## src/rtl/assert_macros.svh

```systemverilog
// Assertion helpers shared by the RTL. Every check is clocked and held off during reset.
`ifndef ASSERT_MACROS_SVH
`define ASSERT_MACROS_SVH
`ifndef SYNTH
`define ASSERT_CHK(lbl, clk, rst_n, prop, msg) \
    lbl: assert property (@(posedge clk) disable iff (!rst_n) prop) else $error(msg);
`define ASSERT_NEXT(lbl, clk, rst_n, ante, cons, msg) \
    lbl: assert property (@(posedge clk) disable iff (!rst_n) ante |=> cons) else $error(msg);
`else
`define ASSERT_CHK(lbl, clk, rst_n, prop, msg)
`define ASSERT_NEXT(lbl, clk, rst_n, ante, cons, msg)
`endif
`endif

```

## src/rtl/lfu_pkg.sv

```systemverilog
package lfu_pkg;

    localparam int KEY_W  = 32;
    localparam int VAL_W  = 32;
    localparam int CAP_W  = 5;
    localparam int ADDR_W = 3;
    localparam int DATA_W = 32;

    localparam logic [CAP_W-1:0] CAP_RESET = 5'd16;

    localparam logic ACT_GET = 1'b0;
    localparam logic ACT_PUT = 1'b1;

    // Register index, taken from paddr[2].
    localparam logic REG_CAPACITY = 1'b0;

    typedef enum logic [4:0] {
        ST_IDLE   = 5'b00001,
        ST_SCAN   = 5'b00010,
        ST_DECIDE = 5'b00100,
        ST_UPDATE = 5'b01000,
        ST_DONE   = 5'b10000
    } t_state;

endpackage

```

## src/rtl/lfu_cache_table.sv

```systemverilog
// Key-value cache with least-frequently-used replacement and least-recently-used tie break.
// One access (get or put) is taken at a time. The table is held in small memories that are
// read one entry per cycle. A first pass over all ENTRIES slots finds the key, the victim
// (lowest use count, oldest among equals) and the first free slot. After a decision cycle, a
// second pass over all slots rewrites the recency ranks after a get hit, a put hit or an
// insert. A get miss, or a put while capacity is zero, skips the second pass. Both passes
// run through the single read port of each table memory, which sets the rate. The result
// stays in an output register until taken, and the next word is accepted only once the
// block is back in its idle state, in the cycle after the result is loaded.
// Capacity is written at byte address 0 and is clamped to ENTRIES; writing it lower than
// the entries in use makes each new-key put evict one entry.
`include "assert_macros.svh"

module lfu_cache_table #(
    parameter int ENTRIES    = 16,
    parameter int COUNT_BITS = 16
) (
    input  logic                            i_clk,
    input  logic                            i_rst_n,

    input  logic                            i_valid,
    output logic                            o_ready,
    input  logic                            i_action,
    input  logic signed [lfu_pkg::KEY_W-1:0] i_key,
    input  logic signed [lfu_pkg::VAL_W-1:0] i_value,

    output logic                            o_valid,
    input  logic                            i_ready,
    output logic                            o_hit,
    output logic signed [lfu_pkg::VAL_W-1:0] o_read_value,
    output logic                            o_evicted,
    output logic signed [lfu_pkg::KEY_W-1:0] o_evicted_key,

    input  logic                            psel,
    input  logic                            penable,
    input  logic                            pwrite,
    input  logic [lfu_pkg::ADDR_W-1:0]      paddr,
    input  logic [lfu_pkg::DATA_W-1:0]      pwdata,
    output logic [lfu_pkg::DATA_W-1:0]      prdata,
    output logic                            pready
);

    localparam int IW   = (ENTRIES > 1) ? $clog2(ENTRIES) : 1;
    localparam int CW   = $clog2(ENTRIES + 1);
    localparam int CMPW = (CW > lfu_pkg::CAP_W) ? CW : lfu_pkg::CAP_W;
    localparam logic [COUNT_BITS-1:0] COUNT_MAX = {COUNT_BITS{1'b1}};
    localparam logic [CW-1:0] LAST_IDX = CW'(ENTRIES);

    // Table memories.
    logic [lfu_pkg::KEY_W-1:0] r_key_mem   [ENTRIES];
    logic [lfu_pkg::VAL_W-1:0] r_value_mem [ENTRIES];
    logic [COUNT_BITS-1:0]     r_count_mem [ENTRIES];
    logic [IW-1:0]             r_rank_mem  [ENTRIES];

    logic [lfu_pkg::KEY_W-1:0] r_key_rd;
    logic [lfu_pkg::VAL_W-1:0] r_value_rd;
    logic [COUNT_BITS-1:0]     r_count_rd;
    logic [IW-1:0]             r_rank_rd;

    logic [ENTRIES-1:0]        r_valid;
    logic [ENTRIES-1:0]        n_valid;
    logic [CW-1:0]             r_used;
    logic [lfu_pkg::CAP_W-1:0] r_capacity;

    lfu_pkg::t_state r_state, n_state;

    logic [CW-1:0] r_idx;
    logic          r_rd_vld;
    logic [IW-1:0] r_didx;

    // Latched request.
    logic                      r_act;
    logic [lfu_pkg::KEY_W-1:0] r_key;
    logic [lfu_pkg::VAL_W-1:0] r_in_value;

    // Scan results.
    logic                      r_found;
    logic [IW-1:0]             r_s_slot;
    logic [IW-1:0]             r_s_rank;
    logic [COUNT_BITS-1:0]     r_s_count;
    logic [lfu_pkg::VAL_W-1:0] r_s_value;
    logic                      r_vic_found;
    logic [IW-1:0]             r_vic;
    logic [IW-1:0]             r_vic_rank;
    logic [COUNT_BITS-1:0]     r_vic_count;
    logic [lfu_pkg::KEY_W-1:0] r_vic_key;
    logic                      r_free_found;
    logic [IW-1:0]             r_free;

    // Decision.
    logic          r_touch;
    logic          r_ins;
    logic          r_evict;
    logic [IW-1:0] r_tgt;

    // Output register.
    logic                      r_out_valid;
    logic                      r_out_hit;
    logic [lfu_pkg::VAL_W-1:0] r_out_value;
    logic                      r_out_evicted;
    logic [lfu_pkg::KEY_W-1:0] r_out_evk;

    logic                  accept;
    logic                  cfg_wr;
    logic                  pass_active;
    logic                  pass_last;
    logic                  cur_valid;
    logic                  key_match;
    logic                  vic_better;
    logic                  is_get;
    logic                  cap_zero;
    logic [CMPW-1:0]       cap_x;
    logic [CMPW-1:0]       cap_eff;
    logic                  d_bump;
    logic                  d_put_miss;
    logic                  d_evict;
    logic                  d_ins;
    logic [IW-1:0]         d_ins_slot;
    logic [IW-1:0]         d_tgt;
    logic [COUNT_BITS-1:0] bumped_count;
    logic                  wr_count;
    logic                  wr_key;
    logic                  wr_value;
    logic [COUNT_BITS-1:0] wr_count_data;
    logic [IW-1:0]         new_rank;
    logic                  out_load;

    assign accept      = i_valid && o_ready;
    assign o_ready     = (r_state == lfu_pkg::ST_IDLE);
    assign cfg_wr      = psel && penable && pwrite && pready;
    assign pready      = 1'b1;
    assign prdata      = (paddr[2] == lfu_pkg::REG_CAPACITY) ?
                         lfu_pkg::DATA_W'(r_capacity) : '0;

    assign pass_active = (r_state == lfu_pkg::ST_SCAN) || (r_state == lfu_pkg::ST_UPDATE);
    assign pass_last   = (r_idx == LAST_IDX);
    assign out_load    = (r_state == lfu_pkg::ST_DONE) && (!r_out_valid || i_ready);

    // Per-entry compare on the word that came back from the memories.
    assign cur_valid  = r_valid[r_didx];
    assign key_match  = cur_valid && (r_key_rd == r_key);
    assign vic_better = cur_valid && (!r_vic_found || (r_count_rd < r_vic_count) ||
                        ((r_count_rd == r_vic_count) && (r_rank_rd > r_vic_rank)));

    // Decision made once the scan is complete.
    assign is_get       = (r_act == lfu_pkg::ACT_GET);
    assign cap_zero     = (r_capacity == '0);
    assign cap_x        = CMPW'(r_capacity);
    assign cap_eff      = (cap_x > CMPW'(ENTRIES)) ? CMPW'(ENTRIES) : cap_x;
    assign d_bump       = r_found && (is_get || !cap_zero);
    assign d_put_miss   = !is_get && !r_found && !cap_zero;
    assign d_evict      = d_put_miss && (CMPW'(r_used) >= cap_eff) && r_vic_found;
    assign d_ins        = d_put_miss && (d_evict || r_free_found);
    assign d_ins_slot   = (d_evict && (!r_free_found || (r_vic < r_free))) ? r_vic : r_free;
    assign d_tgt        = d_bump ? r_s_slot : d_ins_slot;
    assign bumped_count = (r_s_count == COUNT_MAX) ? r_s_count : r_s_count + 1'b1;

    assign wr_count      = (r_state == lfu_pkg::ST_DECIDE) && (d_bump || d_ins);
    assign wr_key        = (r_state == lfu_pkg::ST_DECIDE) && d_ins;
    assign wr_value      = (r_state == lfu_pkg::ST_DECIDE) && (d_ins || (d_bump && !is_get));
    assign wr_count_data = d_bump ? bumped_count : COUNT_BITS'(1);

    // Recency rewrite. A touch ages the entries newer than the touched one. An insert ages
    // every surviving entry, except those above the victim, whose step down cancels it.
    always_comb begin
        new_rank = r_rank_rd;
        if (r_didx == r_tgt) begin
            new_rank = '0;
        end else if (r_touch) begin
            if (cur_valid && (r_rank_rd < r_s_rank)) begin
                new_rank = r_rank_rd + 1'b1;
            end
        end else if (cur_valid && !(r_evict && (r_didx == r_vic))) begin
            if (!(r_evict && (r_rank_rd > r_vic_rank))) begin
                new_rank = r_rank_rd + 1'b1;
            end
        end
    end

    // The victim slot is freed and the target slot filled; they may be the same slot.
    always_comb begin
        n_valid = r_valid;
        if (r_evict) begin
            n_valid[r_vic] = 1'b0;
        end
        n_valid[r_tgt] = 1'b1;
    end

    always_ff @(posedge i_clk) begin
        if (wr_key) begin
            r_key_mem[d_tgt] <= r_key;
        end
        r_key_rd <= r_key_mem[r_idx[IW-1:0]];
    end

    always_ff @(posedge i_clk) begin
        if (wr_value) begin
            r_value_mem[d_tgt] <= r_in_value;
        end
        r_value_rd <= r_value_mem[r_idx[IW-1:0]];
    end

    always_ff @(posedge i_clk) begin
        if (wr_count) begin
            r_count_mem[d_tgt] <= wr_count_data;
        end
        r_count_rd <= r_count_mem[r_idx[IW-1:0]];
    end

    always_ff @(posedge i_clk) begin
        if ((r_state == lfu_pkg::ST_UPDATE) && r_rd_vld) begin
            r_rank_mem[r_didx] <= new_rank;
        end
        r_rank_rd <= r_rank_mem[r_idx[IW-1:0]];
    end

    always_comb begin
        n_state = r_state;
        unique case (r_state)
            lfu_pkg::ST_IDLE: begin
                if (accept) begin
                    n_state = lfu_pkg::ST_SCAN;
                end
            end
            lfu_pkg::ST_SCAN: begin
                if (pass_last) begin
                    n_state = lfu_pkg::ST_DECIDE;
                end
            end
            lfu_pkg::ST_DECIDE: begin
                n_state = (d_bump || d_ins) ? lfu_pkg::ST_UPDATE : lfu_pkg::ST_DONE;
            end
            lfu_pkg::ST_UPDATE: begin
                if (pass_last) begin
                    n_state = lfu_pkg::ST_DONE;
                end
            end
            lfu_pkg::ST_DONE: begin
                if (out_load) begin
                    n_state = lfu_pkg::ST_IDLE;
                end
            end
            default: n_state = lfu_pkg::ST_IDLE;
        endcase
    end

    always_ff @(posedge i_clk) begin
        if (!i_rst_n) begin
            r_state    <= lfu_pkg::ST_IDLE;
            r_idx      <= '0;
            r_rd_vld   <= 1'b0;
            r_valid    <= '0;
            r_used     <= '0;
            r_capacity <= lfu_pkg::CAP_RESET;
            r_out_valid <= 1'b0;
        end else begin
            r_state  <= n_state;
            r_rd_vld <= pass_active && !pass_last;
            if (pass_active && !pass_last) begin
                r_idx <= r_idx + 1'b1;
            end else begin
                r_idx <= '0;
            end
            if (cfg_wr && (paddr[2] == lfu_pkg::REG_CAPACITY)) begin
                r_capacity <= pwdata[lfu_pkg::CAP_W-1:0];
            end
            // Occupancy changes once the rank pass of an insert is finished.
            if ((r_state == lfu_pkg::ST_UPDATE) && pass_last && r_ins) begin
                if (!r_evict) begin
                    r_used <= r_used + 1'b1;
                end
                r_valid <= n_valid;
            end
            if (out_load) begin
                r_out_valid <= 1'b1;
            end else if (r_out_valid && i_ready) begin
                r_out_valid <= 1'b0;
            end
        end
    end

    always_ff @(posedge i_clk) begin
        r_didx <= r_idx[IW-1:0];
        if (accept) begin
            r_act        <= i_action;
            r_key        <= i_key;
            r_in_value   <= i_value;
            r_found      <= 1'b0;
            r_vic_found  <= 1'b0;
            r_free_found <= 1'b0;
            r_s_slot     <= '0;
            r_s_rank     <= '0;
            r_s_count    <= '0;
            r_s_value    <= '0;
        end
        if ((r_state == lfu_pkg::ST_SCAN) && r_rd_vld) begin
            if (key_match) begin
                r_found   <= 1'b1;
                r_s_slot  <= r_didx;
                r_s_rank  <= r_rank_rd;
                r_s_count <= r_count_rd;
                r_s_value <= r_value_rd;
            end
            if (vic_better) begin
                r_vic_found <= 1'b1;
                r_vic       <= r_didx;
                r_vic_rank  <= r_rank_rd;
                r_vic_count <= r_count_rd;
                r_vic_key   <= r_key_rd;
            end
            if (!cur_valid && !r_free_found) begin
                r_free_found <= 1'b1;
                r_free       <= r_didx;
            end
        end
        if (r_state == lfu_pkg::ST_DECIDE) begin
            r_touch <= d_bump;
            r_ins   <= d_ins;
            r_evict <= d_evict;
            r_tgt   <= d_tgt;
        end
        if (out_load) begin
            r_out_hit     <= r_found;
            r_out_evicted <= r_evict && r_ins && !r_touch;
            r_out_evk     <= (r_evict && r_ins && !r_touch) ? r_vic_key : '0;
            if (!is_get) begin
                r_out_value <= '0;
            end else if (r_found) begin
                r_out_value <= r_s_value;
            end else begin
                r_out_value <= '1;
            end
        end
    end

    assign o_valid       = r_out_valid;
    assign o_hit         = r_out_hit;
    assign o_read_value  = r_out_value;
    assign o_evicted     = r_out_evicted;
    assign o_evicted_key = r_out_evk;

    `ASSERT_CHK(a_used_matches_valid, i_clk, i_rst_n, ($countones(r_valid) == r_used), "entry count does not match valid bits")
    `ASSERT_CHK(a_used_bounded, i_clk, i_rst_n, (r_used <= LAST_IDX), "entries in use exceed table size")
    `ASSERT_CHK(a_evict_implies_insert, i_clk, i_rst_n, (!((r_state == lfu_pkg::ST_UPDATE) && r_evict && !r_touch) || r_ins), "eviction without insert")
    `ASSERT_NEXT(a_accept_starts_scan, i_clk, i_rst_n, accept, (r_state == lfu_pkg::ST_SCAN), "accepted word did not start a scan")

endmodule
```

## config.mk

```make
export PLATFORM = sky130hd
export DESIGN_NAME = lfu_cache_table
export DESIGN_NICKNAME = d
export VERILOG_FILES = /design/src/rtl/lfu_pkg.sv /design/src/rtl/lfu_cache_table.sv
export VERILOG_INCLUDE_DIRS = /design/src /design/src/rtl
export SDC_FILE = /design/constraint.sdc
export NUM_CORES = 2
export LEC_CHECK = 0
export BUFFER_PORTS_ARGS = -buffer_cell sky130_fd_sc_hd__buf_2
export CAP_MARGIN = 20
export CORE_MARGIN = 2
export CORE_UTILIZATION = 56
export CTS_CLUSTER_DIAMETER = 40
export DETAILED_ROUTE_END_ITERATION = 7
export HOLD_SLACK_MARGIN = 0.12
export PLACE_DENSITY = 0.75
export SETUP_SLACK_MARGIN = 0.02
export SYNTH_ARGS = -nofsm -noshare
export SYNTH_HDL_FRONTEND = slang
export SYNTH_SLANG_ARGS = --single-unit
```

## constraint.sdc

```tcl
create_clock -name i_clk -period 4.9 [get_ports i_clk]
set_input_delay 0.245 -clock i_clk [delete_from_list [all_inputs] [get_ports i_clk]]
set_output_delay 0.245 -clock i_clk [all_outputs]
set_load 0.02 [all_outputs]
```

==> impl_metrics.json <==
{
  "h-tree-depth": 4,
  "final_common_cell": "edfxtp_1",
  "setup_slack_ns": 0.795,
  "rsz0062_at_grt": "false",
  "cts-hold-fix-buffers": 106,
  "core_mm2": 0.115,
  "critPathLaunchType": "register",
  "async_reset_ff_frac": 0,
  "final_nets": 3604,
  "vias_per_cell": 6.23,
  "yosysUniqueCellTypes": 63,
  "setup_viol": 0,
  "worst_slew_margin_rel": 0.253,
  "use_met1": 0.340,
  "p_leak_nw": 23.5,
  "dieArea_mm2": 0.119,
  "met3_usage": 0.0455,
  "switching_share": 0.200,
  "synth_xor_area_frac": 0.00837,
  "power.share.sequential": 0.534,
  "postSynthAreaPerCell_um2": 21.0,
  "routedWlPerCell_um": 28.0,
  "finalClockSkew_ns": 0.0321,
  "grt_util_met2": 0.404,
  "finalMaxSlewViolations": 0,
  "grt_max_degree": 141,
  "placed_area_mm2": 0.0678,
  "rows": 124,
  "power_frac_clock": 0.451,
  "synth_seq_cells": 1727,
  "ctsResizeCount": 0,
  "dr.pass1.iters": 8,
  "cp_data_arrival_time_ns": 4.59,
  "path_max_fanout": 19,
  "final_cell_mix": "edfxtp_1, mux4_2, clkbuf_16, dfxtp_1, buf_2",
  "antenna_left": 0,
  "insertion_delay_ns": 0.81,
  "cp-end-kind": "register",
  "top_usage_layer": "met2",
  "holdWs_ns": 0.173,
  "clockBufferDepth": 3,
  "root_buffer": "clkbuf_16",
  "die_y_um": 344,
  "worst_slew_pin_slew_ns": 1.12,
  "status": "completed",
  "cellPowerDensity_mw_per_mm2": 408,
  "area_growth_pct": 15.7,
  "route.detailed.drc": 0,
  "period_share": 0.838,
  "ys_warn_count": 0,
  "grt_pass1_wl_um": 211000,
  "place_congestion": 0.875,
  "p_comb_frac": 0.015,
  "post_cts_buffers": 0,
  "ys_seq_area_frac": 0.771,
  "path_class": "register to register",
  "fin_crit_ns": 4.10,
  "max-vdd-ir-drop_v": 0.000325,
  "die_x_um": 344,
  "tritoncts": "done",
  "grt_overflow": 0,
  "synthMuxAreaShare": 0.148,
  "dpl.hpwl_um": 74200,
  "cp.required_ns": 5.39,
  "clk_pin_slew_worst_paths_ns": 0.06,
  "yosys.area_share.adder": 0.00695,
  "power_mw": 30.6,
  "cts_buffers": 180,
  "synth_top_family_by_area": "multiplexers",
  "finalHoldViolCount": 0,
  "dp_slack_ns": 0.835,
  "grt_pass1_vias": 32800,
  "initial_core_util": 0.566,
  "syn_inst": 3085,
  "fmax_ghz": 0.244,
  "initialDrtViolationCount": 3850,
  "ys.flop_type": "edfxtp_1",
  "maxCapViolCount": 0,
  "antenna_found_initial": 1,
  "p_sw_mw": 6.12,
  "tns_ns": 0,
  "wirelength_um": 143000,
  "ios": 208,
  "synth_edf_count": 1542,
  "hold_class": "primary input to register",
  "io_buffers": 150,
  "cts_sinks": 1727,
  "vias": 31900,
  "synth_compound_area_frac": 0.0182,
  "final_area_mm2": 0.0750,
  "synth_simple_gate_area_frac": 0.0301,
  "drive_above_1_share": 0.277,
  "power.internal_mw": 24.5,
  "diodes": 0,
  "synth_area_mm2": 0.0648,
  "grt_usage": 0.245
}
-- per-stage QoR --
stage	instances	utilization
after floorplan	3111	-
after global placement	4678	0.591
after detailed placement	4678	0.591
after CTS	5119	0.654
after global routing	5126	0.654
final	5126	0.654
-- path summary, 6_finish.rpt --
path | start | end | slack [ns] | cells after the start
worst max register to register | cap_x[0] | r_key_mem[10][22] | 0.80 | 10
worst min register to register | r_value_rd[14] | r_s_value[14] | 0.43 | 2
worst min-delay path | i_key[13] | r_key[13] | 0.17 | 2
worst max-delay path | cap_x[0] | r_key_mem[10][22] | 0.80 | 10
-- routing by layer --
metal / vias to the layer above / share of wire
met5: - / 0
met4: 0 / 0.025
met3: 278 / 0.080
met2: 1674 / 0.51
met1: 16800 / 0.39
li1: 13200 / -
-- area by class of cell --
type | instances | area (µm²)
clock buffers | 244 | 5010
clock inverters | 91 | 1090
fillers | 6971 | 39600
inverters | 71 | 272
multi-input cells | 1140 | 14100
flip-flops and latches | 1727 | 50000
well taps | 1512 | 1890
repair buffers | 341 | 2610
-- worst max-delay path, stage by stage, from the launching register on --
cell	delay, ns
dfxtp_1	0.37
nor2b_1	0.16
ha_1	0.23
nand2b_1	0.16
a21oi_1	0.19
a2bb2oi_1	0.66
o31ai_1	0.19
a31oi_2	0.41
nand3_1	0.47
nor2_4	0.67
buf_12	0.28
-- state kept, by name, summed over array words and instances (netlist names), 16 cells and up --
name           count
r_key_rd          32
r_count_rd        16
r_key_mem        512
r_in_value        32
r_s_value         32
o_read_value      32
r_s_count         16
r_count_mem      256
r_valid           16
r_value_mem      512
r_key             32
o_evicted_key     32
r_vic_key         32
r_vic_count       16
r_rank_mem        64
r_value_rd        32
-- power groups by stage --
stage | Clock, mW | Sequential [mW] | Combinational [mW]
floorplan | 0 | 16.6 | 0.266
detailed placement | 0 | 16.7 | 0.384
global route | 14.5 | 16.4 | 0.486
finish | 13.8 | 16.4 | 0.456
CTS | 14.0 | 16.4 | 0.452
global placement | 0 | 16.6 | 0.373
-- cells in the mapped netlist (5+ instances only) --
cell type | n | area [µm²]
mux4_2 | 425 | 9570
nor4_1 | 10 | 62.6
buf_2 | 36 | 180
and2_1 | 37 | 231
or3_1 | 7 | 43.8
o21ai_0 | 40 | 200
dfxtp_1 | 185 | 3700
nand4_1 | 18 | 113
nand2_1 | 133 | 499
nand3_1 | 20 | 100
buf_4 | 29 | 218
nor3_1 | 18 | 90.1
nand3b_1 | 5 | 37.5
nor2_1 | 106 | 398
and3_1 | 6 | 37.5
nor2b_1 | 18 | 113
xor2_1 | 48 | 420
o21a_1 | 5 | 37.5
clkbuf_1 | 91 | 342
ha_1 | 36 | 450
a21oi_1 | 49 | 245
o31ai_1 | 29 | 218
buf_1 | 14 | 52.6
nand2b_1 | 9 | 56.3
a21boi_0 | 17 | 128
o31ai_2 | 10 | 125
a21o_1 | 6 | 45.0
inv_1 | 69 | 259
edfxtp_1 | 1542 | 46300
xnor2_1 | 14 | 123
-- cells by family (layout without fill, tap and decap cells) --
family          count (synthesis)  after routing
flops                        1727           1727
mux                           429            429
simple gates                  407            407
buf+inv                       244            747
compound gates                178            178
xor+xnor                       62             62
fa+ha+maj                      36             36
other cells                     2             28
(Power assumes the default switching activity.)
